===== config.mk =====
export PLATFORM = sky130hd
export DESIGN_NAME = addressed_frame_receiver_xor_check
export DESIGN_NICKNAME = d
export VERILOG_FILES = /design/src/rtl/afrx_pkg.sv /design/src/rtl/afrx_ctrl.sv /design/src/rtl/afrx_dp.sv /design/src/rtl/addressed_frame_receiver_xor_check.sv
export VERILOG_INCLUDE_DIRS = /design/src /design/src/rtl
export SDC_FILE = /design/constraint.sdc
export NUM_CORES = 1
export LEC_CHECK = 0
export ABC_AREA = 1
export BUFFER_PORTS_ARGS = -buffer_cell sky130_fd_sc_hd__buf_2
export CAP_MARGIN = 20
export CELL_PAD_IN_SITES_DETAIL_PLACEMENT = 1
export CELL_PAD_IN_SITES_GLOBAL_PLACEMENT = 2
export CORE_UTILIZATION = 37
export CTS_BUF_LIST = sky130_fd_sc_hd__clkbuf_4 sky130_fd_sc_hd__clkbuf_8 sky130_fd_sc_hd__clkbuf_16
export DETAILED_ROUTE_END_ITERATION = 8
export MAX_ROUTING_LAYER = met4
export PLACE_DENSITY_LB_ADDON = 0.1
export SYNTH_ARGS = -nofsm -noshare
export SYNTH_HDL_FRONTEND = slang
export SYNTH_SLANG_ARGS = --single-unit

===== constraint.sdc =====
create_clock -name clk -period 2 [get_ports clk]
set_input_delay 0.1 -clock clk [delete_from_list [all_inputs] [get_ports clk]]
set_output_delay 0.1 -clock clk [all_outputs]
set_load 0.01 [all_outputs]

===== src/rtl/addressed_frame_receiver_xor_check_assert.svh =====
// Assertion macros for the addressed frame receiver.
// Depends on a clock named clk and an active-low reset named arst_n in the using scope.
`ifndef ADDRESSED_FRAME_RECEIVER_XOR_CHECK_ASSERT_SVH
`define ADDRESSED_FRAME_RECEIVER_XOR_CHECK_ASSERT_SVH

// Same-cycle implication, checked outside reset.
`define AFRX_ASSERT_IMPL(lbl, ante, cons) \
	lbl: assert property (@(posedge clk) disable iff (!arst_n) (ante) |-> (cons)) \
		else $error("afrx: implication check failed");

// Next-cycle implication, checked outside reset.
`define AFRX_ASSERT_NEXT(lbl, ante, cons) \
	lbl: assert property (@(posedge clk) disable iff (!arst_n) (ante) |=> (cons)) \
		else $error("afrx: next-cycle check failed");

`endif


===== src/rtl/afrx_pkg.sv =====
// Shared constants and controller/datapath interface types of the frame receiver.
// No dependencies.
package afrx_pkg;

	localparam int MAX_PAYLOAD_DEF = 15;

	localparam int BYTE_W = 8;
	localparam int NIB_W  = 4;
	localparam int REM_W  = 5;

	// Commands from the controller to the datapath.
	typedef struct packed {
		logic rx_take;
		logic emit_load;
	} afrx_cmd_t;

	// Status from the datapath to the controller.
	typedef struct packed {
		logic chk_pass;
		logic emit_last;
		logic out_hold;
	} afrx_sts_t;

endpackage


===== src/rtl/afrx_ctrl.sv =====
// Controller of the frame receiver: receive and emit phases.
// Depends on afrx_pkg.
module afrx_ctrl (
	input  logic                clk,
	input  logic                arst_n,
	input  logic                in_valid,
	input  afrx_pkg::afrx_sts_t sts,
	output logic                in_stall,
	output afrx_pkg::afrx_cmd_t cmd
);

	typedef enum logic [1:0] {
		ST_RX   = 2'b01,
		ST_EMIT = 2'b10
	} afrx_state_t;

	afrx_state_t state_q;
	afrx_state_t state_d;

	always_comb begin
		state_d       = state_q;
		in_stall      = 1'b1;
		cmd.rx_take   = 1'b0;
		cmd.emit_load = 1'b0;
		unique case (state_q)
			ST_RX: begin
				in_stall    = 1'b0;
				cmd.rx_take = in_valid;
				if (in_valid && sts.chk_pass) begin
					state_d = ST_EMIT;
				end
			end
			ST_EMIT: begin
				cmd.emit_load = !sts.out_hold;
				if (!sts.out_hold && sts.emit_last) begin
					state_d = ST_RX;
				end
			end
			default: begin
				state_d = ST_RX;
			end
		endcase
	end

	always_ff @(posedge clk or negedge arst_n) begin
		if (!arst_n) begin
			state_q <= ST_RX;
		end else begin
			state_q <= state_d;
		end
	end

endmodule


===== src/rtl/afrx_dp.sv =====
// Datapath of the frame receiver: frame counters, checksum, payload store, output register.
// Depends on afrx_pkg.
module afrx_dp #(
	parameter int MAX_PAYLOAD = afrx_pkg::MAX_PAYLOAD_DEF
) (
	input  logic                          clk,
	input  logic                          arst_n,
	input  logic                          cfg_wr_en,
	input  logic [afrx_pkg::NIB_W-1:0]    cfg_wr_data,
	input  logic [afrx_pkg::BYTE_W-1:0]   rx_byte,
	input  logic                          out_stall,
	input  afrx_pkg::afrx_cmd_t           cmd,
	output afrx_pkg::afrx_sts_t           sts,
	output logic                          out_valid,
	output logic [afrx_pkg::NIB_W-1:0]    frame_length,
	output logic                          payload_valid,
	output logic [afrx_pkg::NIB_W-1:0]    payload_index,
	output logic [afrx_pkg::BYTE_W-1:0]   payload_byte,
	output logic                          last
);

	localparam int IDX_W = (MAX_PAYLOAD > 1) ? $clog2(MAX_PAYLOAD) : 1;
	localparam logic [afrx_pkg::NIB_W-1:0] MAX_N = afrx_pkg::NIB_W'(MAX_PAYLOAD);

	logic [afrx_pkg::NIB_W-1:0]  node_id_q;
	logic [afrx_pkg::REM_W-1:0]  rem_q;
	logic [afrx_pkg::BYTE_W-1:0] xor_q;
	logic [afrx_pkg::NIB_W-1:0]  dest_q;
	logic [afrx_pkg::NIB_W-1:0]  len_q;
	logic [afrx_pkg::NIB_W-1:0]  wr_idx_q;
	logic [afrx_pkg::NIB_W-1:0]  emit_k_q;
	logic                        out_valid_q;
	logic [afrx_pkg::NIB_W-1:0]  frame_length_q;
	logic                        payload_valid_q;
	logic [afrx_pkg::NIB_W-1:0]  payload_index_q;
	logic [afrx_pkg::BYTE_W-1:0] payload_byte_q;
	logic                        last_q;
	logic [afrx_pkg::BYTE_W-1:0] store_q [MAX_PAYLOAD];

	logic                       match;
	logic                       is_hdr;
	logic                       is_pay;
	logic [afrx_pkg::NIB_W-1:0] count;

	assign match  = (dest_q == node_id_q);
	assign is_hdr = (rem_q == '0);
	assign is_pay = (rem_q > afrx_pkg::REM_W'(1));
	assign count  = (len_q < MAX_N) ? len_q : MAX_N;

	assign sts.chk_pass  = (rem_q == afrx_pkg::REM_W'(1)) && match && (xor_q == rx_byte);
	assign sts.emit_last = (len_q == '0) || (emit_k_q == count - afrx_pkg::NIB_W'(1));
	assign sts.out_hold  = out_valid_q && out_stall;

	always_ff @(posedge clk or negedge arst_n) begin
		if (!arst_n) begin
			node_id_q <= '0;
		end else if (cfg_wr_en) begin
			node_id_q <= cfg_wr_data;
		end
	end

	// Frame tracking.
	always_ff @(posedge clk or negedge arst_n) begin
		if (!arst_n) begin
			rem_q    <= '0;
			xor_q    <= '0;
			dest_q   <= '0;
			len_q    <= '0;
			wr_idx_q <= '0;
			emit_k_q <= '0;
		end else begin
			if (cmd.rx_take) begin
				if (is_hdr) begin
					xor_q    <= rx_byte;
					len_q    <= rx_byte[afrx_pkg::NIB_W-1:0];
					dest_q   <= rx_byte[afrx_pkg::BYTE_W-1:afrx_pkg::NIB_W];
					rem_q    <= {1'b0, rx_byte[afrx_pkg::NIB_W-1:0]} + afrx_pkg::REM_W'(1);
					wr_idx_q <= '0;
				end else if (is_pay) begin
					if (match) begin
						xor_q    <= xor_q ^ rx_byte;
						wr_idx_q <= wr_idx_q + afrx_pkg::NIB_W'(1);
					end
					rem_q <= rem_q - afrx_pkg::REM_W'(1);
				end else begin
					rem_q    <= '0;
					emit_k_q <= '0;
				end
			end
			if (cmd.emit_load) begin
				emit_k_q <= emit_k_q + afrx_pkg::NIB_W'(1);
			end
		end
	end

	// Payload store; bytes past the store depth are dropped.
	always_ff @(posedge clk) begin
		if (cmd.rx_take && is_pay && match && (wr_idx_q < MAX_N)) begin
			store_q[wr_idx_q[IDX_W-1:0]] <= rx_byte;
		end
	end

	// Output register valid.
	always_ff @(posedge clk or negedge arst_n) begin
		if (!arst_n) begin
			out_valid_q <= 1'b0;
		end else if (cmd.emit_load) begin
			out_valid_q <= 1'b1;
		end else if (!out_stall) begin
			out_valid_q <= 1'b0;
		end
	end

	// Output payload, store read registered here.
	always_ff @(posedge clk) begin
		if (cmd.emit_load) begin
			frame_length_q  <= len_q;
			payload_valid_q <= (len_q != '0);
			payload_index_q <= emit_k_q;
			payload_byte_q  <= (len_q == '0) ? '0 : store_q[emit_k_q[IDX_W-1:0]];
			last_q          <= sts.emit_last;
		end
	end

	assign out_valid     = out_valid_q;
	assign frame_length  = frame_length_q;
	assign payload_valid = payload_valid_q;
	assign payload_index = payload_index_q;
	assign payload_byte  = payload_byte_q;
	assign last          = last_q;

endmodule


===== src/rtl/addressed_frame_receiver_xor_check.sv =====
// Top level of the addressed frame receiver with XOR checksum.
// Depends on afrx_pkg, afrx_ctrl, afrx_dp and the assertion macro header.
// Usage:
//   Input channel (in_valid / in_stall / rx_byte) carries one bus byte per beat.
//   A frame is a header byte (destination id in the high nibble, payload length in
//   the low nibble), that many payload bytes and one XOR checksum byte covering
//   header and payload. Frames whose destination equals own_node_id are stored;
//   others are counted off. own_node_id must be written through cfg_wr_en /
//   cfg_wr_data while the block is idle; the block itself does not enforce this.
//   Output channel (out_valid / out_stall) carries one payload byte per beat with
//   frame_length, payload_index and last; an empty frame gives one beat with
//   payload_valid low and last high. Bad-checksum frames give no beats.
//   Throughput: header and payload bytes are taken one per cycle. A passing
//   checksum byte starts the emit phase: min(length, MAX_PAYLOAD) beats (one for
//   an empty frame) at one per cycle while out_stall is low, set by the single
//   store read port; in_stall stays high for the whole emit phase.
//   Emit start: the checksum byte sets ST_EMIT; the emit load then raises out_valid.
//   Receiver stall: out_stall holds the output register and freezes the emit phase.
//   Reset: clears node id, frame tracking and output valid; the block waits for a
//   header. The payload store is not cleared.
`include "addressed_frame_receiver_xor_check_assert.svh"

module addressed_frame_receiver_xor_check #(
	parameter int MAX_PAYLOAD = afrx_pkg::MAX_PAYLOAD_DEF
) (
	input  logic                        clk,
	input  logic                        arst_n,
	input  logic                        cfg_wr_en,
	input  logic [afrx_pkg::NIB_W-1:0]  cfg_wr_data,
	input  logic                        in_valid,
	output logic                        in_stall,
	input  logic [afrx_pkg::BYTE_W-1:0] rx_byte,
	output logic                        out_valid,
	input  logic                        out_stall,
	output logic [afrx_pkg::NIB_W-1:0]  frame_length,
	output logic                        payload_valid,
	output logic [afrx_pkg::NIB_W-1:0]  payload_index,
	output logic [afrx_pkg::BYTE_W-1:0] payload_byte,
	output logic                        last
);

	afrx_pkg::afrx_cmd_t cmd;
	afrx_pkg::afrx_sts_t sts;

	// Controller: decide when to take a byte and when to load a result.
	afrx_ctrl u_ctrl (
		.clk      (clk),
		.arst_n   (arst_n),
		.in_valid (in_valid),
		.sts      (sts),
		.in_stall (in_stall),
		.cmd      (cmd)
	);

	// Datapath: frame state, checksum, store and output register.
	afrx_dp #(
		.MAX_PAYLOAD (MAX_PAYLOAD)
	) u_dp (
		.clk           (clk),
		.arst_n        (arst_n),
		.cfg_wr_en     (cfg_wr_en),
		.cfg_wr_data   (cfg_wr_data),
		.rx_byte       (rx_byte),
		.out_stall     (out_stall),
		.cmd           (cmd),
		.sts           (sts),
		.out_valid     (out_valid),
		.frame_length  (frame_length),
		.payload_valid (payload_valid),
		.payload_index (payload_index),
		.payload_byte  (payload_byte),
		.last          (last)
	);

	// A passing checksum byte must block input while the run is emitted.
	`AFRX_ASSERT_NEXT(a_pass_stalls, in_valid && !in_stall && sts.chk_pass, in_stall)
	// A non-final beat taken is followed at once by the next beat of the run.
	`AFRX_ASSERT_NEXT(a_run_continues, out_valid && !out_stall && !last, out_valid)
	// An empty-frame beat is the whole run.
	`AFRX_ASSERT_IMPL(a_empty_is_last, out_valid && !payload_valid, last && frame_length == '0)
	// A data beat lies inside the frame.
	`AFRX_ASSERT_IMPL(a_index_in_frame, out_valid && payload_valid, payload_index < frame_length)

endmodule

==> key figures <==
Worst hold path
  • Min-Delay Path Depth: 1
  • Hold EP: u_dp.store_q[14][5]
  • Worst Hold Class: in -> reg
  • Hold Crit Start: rx_byte[5]

Clocking
  • Worst-path clk slew: about 0.07 ns
  • Clock Tree Root: clkbuf_16
  • CTS tree: built
  • Max Buffers Root-to-Sink: 2
  • Total clock sinks: around 170
  • CTS Buf Count: 17
  • Clk_lat worst skew: ~0.42 ns
  • H-tree depth: 4

Placed design
  • Placed insts: 987
  • Pre-CTS setup slack: -0.08001 ns
  • IO Port Bufs: 36
  • Placement Cell Area: a little over 0.008 sq mm
  • RD Place Congestion: 0.7936
  • HPWL Detailed: 14.42 mm

Run
  • Max-Cap Viols: 0

Global route
  • First-pass GRT wire length: around 32 mm
  • Vias in the first global route: ~5,500
  • Total track usage: about 22%
  • Grt ovf: 0
  • Largest net degree at the start of global routing: around 40
  • Initial antenna violation count: 0

Timing
  • Tightest Pin Transition: a little over 0.5 ns
  • Final slew viol count: 0
  • Maximum clock rate: ~0.53 GHz
  • Crit share post-route: a little over nine tenths
  • Final Hold Viols: 0
  • Clock skew: between 0.01 and 0.015 ns
  • Setup WS post-layout: approximately 0.12 ns
  • Post-route setup TNS: 0 ns
  • Fin crit period: 1.880 ns
  • Final setup vio count: 0
  • RSZ-0062 raised after global routing: false
  • Rel. slew slack: 66.09%

Synthesis
  • Ys async rst share: 20.69%
  • Post-Syn Area: about 0.0075 sq mm
  • Post-synth EDFFs: ~140
  • FF+latch count, synth: 174
  • Primary FF master, synth: edfxtp_1
  • Unique masters post-synth: 39
  • Synth Instances: between 600 and 700
  • Syn nets: 697
  • Post-synthesis average cell area: between 10 and 15 sq um
  • Yosys warns: 0
  • Sequential element share of the synthesized area: around two thirds

Outcome
  • Status: completed

Critical path
  • Setup Crit Path Kind: reg -> reg
  • Critical path fanouts, max: 8
  • CP Launch Type: flop
  • FF-to-FF End: u_dp.store_q[13][5]
  • R2R setup slack: approximately 0.12 ns
  • CP Launch Point: u_dp.rem_q[0]
  • Reg2reg path depth: 9
  • Worst Setup End Kind: flop
  • Crit path DAT: approximately 2.0 ns
  • Req. time, crit path: ~2.1 ns
  • Worst flop-to-flop path startpoint: u_dp.rem_q[0]

Drt
  • Wirelength, routed: slightly above 20 mm
  • Via density: between 5 and 6
  • Drc violations: 0
  • Initial DRC Count: 413
  • DRT antenna net count: 0
  • DR WL/cell: 20.08 um
  • Vias: approximately 5,300
  • Drt first pass iters: 5

Floorplan
  • Core area: 0.01959 sq mm
  • FP Rows: a little over 50
  • Top Ports: 37
  • Die ar.: 0.02075 sq mm
  • Chip height: 144.1 um
  • Chip width: 144.1 um
  • Starting Density: 38.11%

Power and ir drop
  • Switch share: between 30% and 40%
  • Seq pwr share: between 30 and 40%
  • Logic pwr share: slightly above 30%
  • VDD IR max: around 690 uV
  • Pwr Density: ~1300 mW/mm^2
  • P_leak: around 3.6 nW
  • Int Power: around 7.4 mW
  • P_sw: between 3 and 4 mW
  • Clock power frac: roughly 30%

Cells and area
  • Share of layout cells above drive strength 1: about a fifth
  • Area Overhead vs Synth: 20.01%
  • Non-Filler Instances: 1,030
  • N_diodes: 0
  • Final nets: slightly below 800
  • Post-route cell area: between 0.008 and 0.009 sq mm
layer usage:
layer | wire, um | track usage [%] | vias up | part of all wire [%]
li1 | - | - | 2489 | -
met1 | 9636 | 28.66 | 2656 | 47
met2 | 10300 | 35.57 | 92 | 50
met3 | 510 | 3.013 | 17 | 2.5
met4 | 233 | 5.767 | 0 | 1.1
met5 | 0 | - | - | 0
worst max-delay path by stage:
stage	end	cells after the start
global placement	u_dp.store_q[1][7]	10
CTS	u_dp.store_q[9][5]	10
detailed placement	u_dp.store_q[0][6]	10
finish	u_dp.store_q[13][5]	9
floorplan	u_dp.store_q[0][0]	9
global route	u_dp.store_q[13][5]	9
final cells by class:
cell class	instances	area, sq um
inverters	32	123.9
multi-input cells	436	2208
clock inverters	14	168.9
clock buffers	18	432.9
well taps	265	331.6
repair buffers	91	646.9
flip-flops and latches	174	5047
fillers	2129	10630
logic make-up after synthesis:
| logic type | synth area share, % |
|---|---|
| AOI/OAI and AO/OA | 7.441 |
| and+or+nand+nor | 17.18 |
| adders and majority gates | 1.843 |
| DFF | 67.59 |
| buffers and inverters | 3.469 |
| xor gates and xnor gates | 1.877 |
| muxes | 0.6033 |
metrics by stage:
stage | util [%] | hold WS (ns) | power (mW)
finish | 45.74 | 0.01522 | 11.37
global route | 45.74 | 0.005675 | 12.00
CTS | 45.51 | 0.008528 | 11.43
detailed placement | 41.84 | 0.1820 | 7.994
global placement | 41.84 | 0.1789 | 7.894
floorplan | - | -0.1956 | 6.859
layout by cell type (no fill, tap or decap), types with 5 or more instances in the layout:
cell | Yosys | routed
nand3_1 | 54 | 51
nor2_2 | 2 | 5
clkinv_4 | 0 | 5
nor2_1 | 71 | 68
a21oi_1 | 16 | 16
o21ai_0 | 54 | 54
buf_2 | 11 | 36
ha_1 | 11 | 11
dlygate4sd3_1 | 0 | 10
inv_2 | 6 | 5
nand2_1 | 165 | 164
o211ai_1 | 9 | 9
clkbuf_16 | 0 | 17
o22ai_1 | 15 | 15
inv_1 | 24 | 24
dfrtp_1 | 35 | 34
xor2_1 | 13 | 13
edfxtp_1 | 138 | 138
buf_4 | 2 | 42
timing repair:
item,in CTS,in global routing
endpoints found under the setup margin,103,118
hold endpoints to repair,40,0
resized for setup,4,8
hold buffers,10,0
buffers inserted,0,1
worst max-delay path, stage by stage, from the launching register on:
cell,delay [ns]
dfrtp_1,0.39
ha_1,0.21
nand2_1,0.12
a21oi_2,0.09
nor2_1,0.12
nand2_2,0.10
inv_4,0.12
nand3_4,0.13
nor2_2,0.12
buf_4,0.18
power groups by stage:
stage	Sequential, mW	Combinational, mW	Clock [mW]
after global placement	4.57	3.33	0
after CTS	4.51	3.47	3.44
after floorplan	4.52	2.34	0
after global routing	4.55	3.89	3.57
final	4.51	3.47	3.39
after detailed placement	4.59	3.41	0
cells in the mapped netlist (3+ instances only):
library cell	count	share of area, %
o21ai_0	54	3.6
ha_1	11	1.8
a21oi_1	16	1.1
clkbuf_1	11	0.55
inv_2	6	0.30
o211ai_1	9	0.90
dfrtp_1	35	12
xor2_1	13	1.5
mux2_2	4	0.60
nor2_1	71	3.6
nand3_1	54	3.6
xnor2_1	3	0.35
edfxtp_1	138	56
inv_1	24	1.2
o22ai_1	15	1.3
nand2_1	165	8.3
buf_2	11	0.74
registers in the layout (all words and copies together), names as in the netlist, 4 cells and up:
register            count
u_dp.frame_length       4
u_dp.store_q          120
u_dp.xor_q              8
u_dp.dest_q             4
u_dp.rem_q              5
u_dp.len_q              4
u_dp.payload_byte       8
u_dp.emit_k_q           4
u_dp.node_id_q          4
u_dp.payload_index      4
u_dp.wr_idx_q           4
No activity file was read; power rests on OpenSTA's default activity.
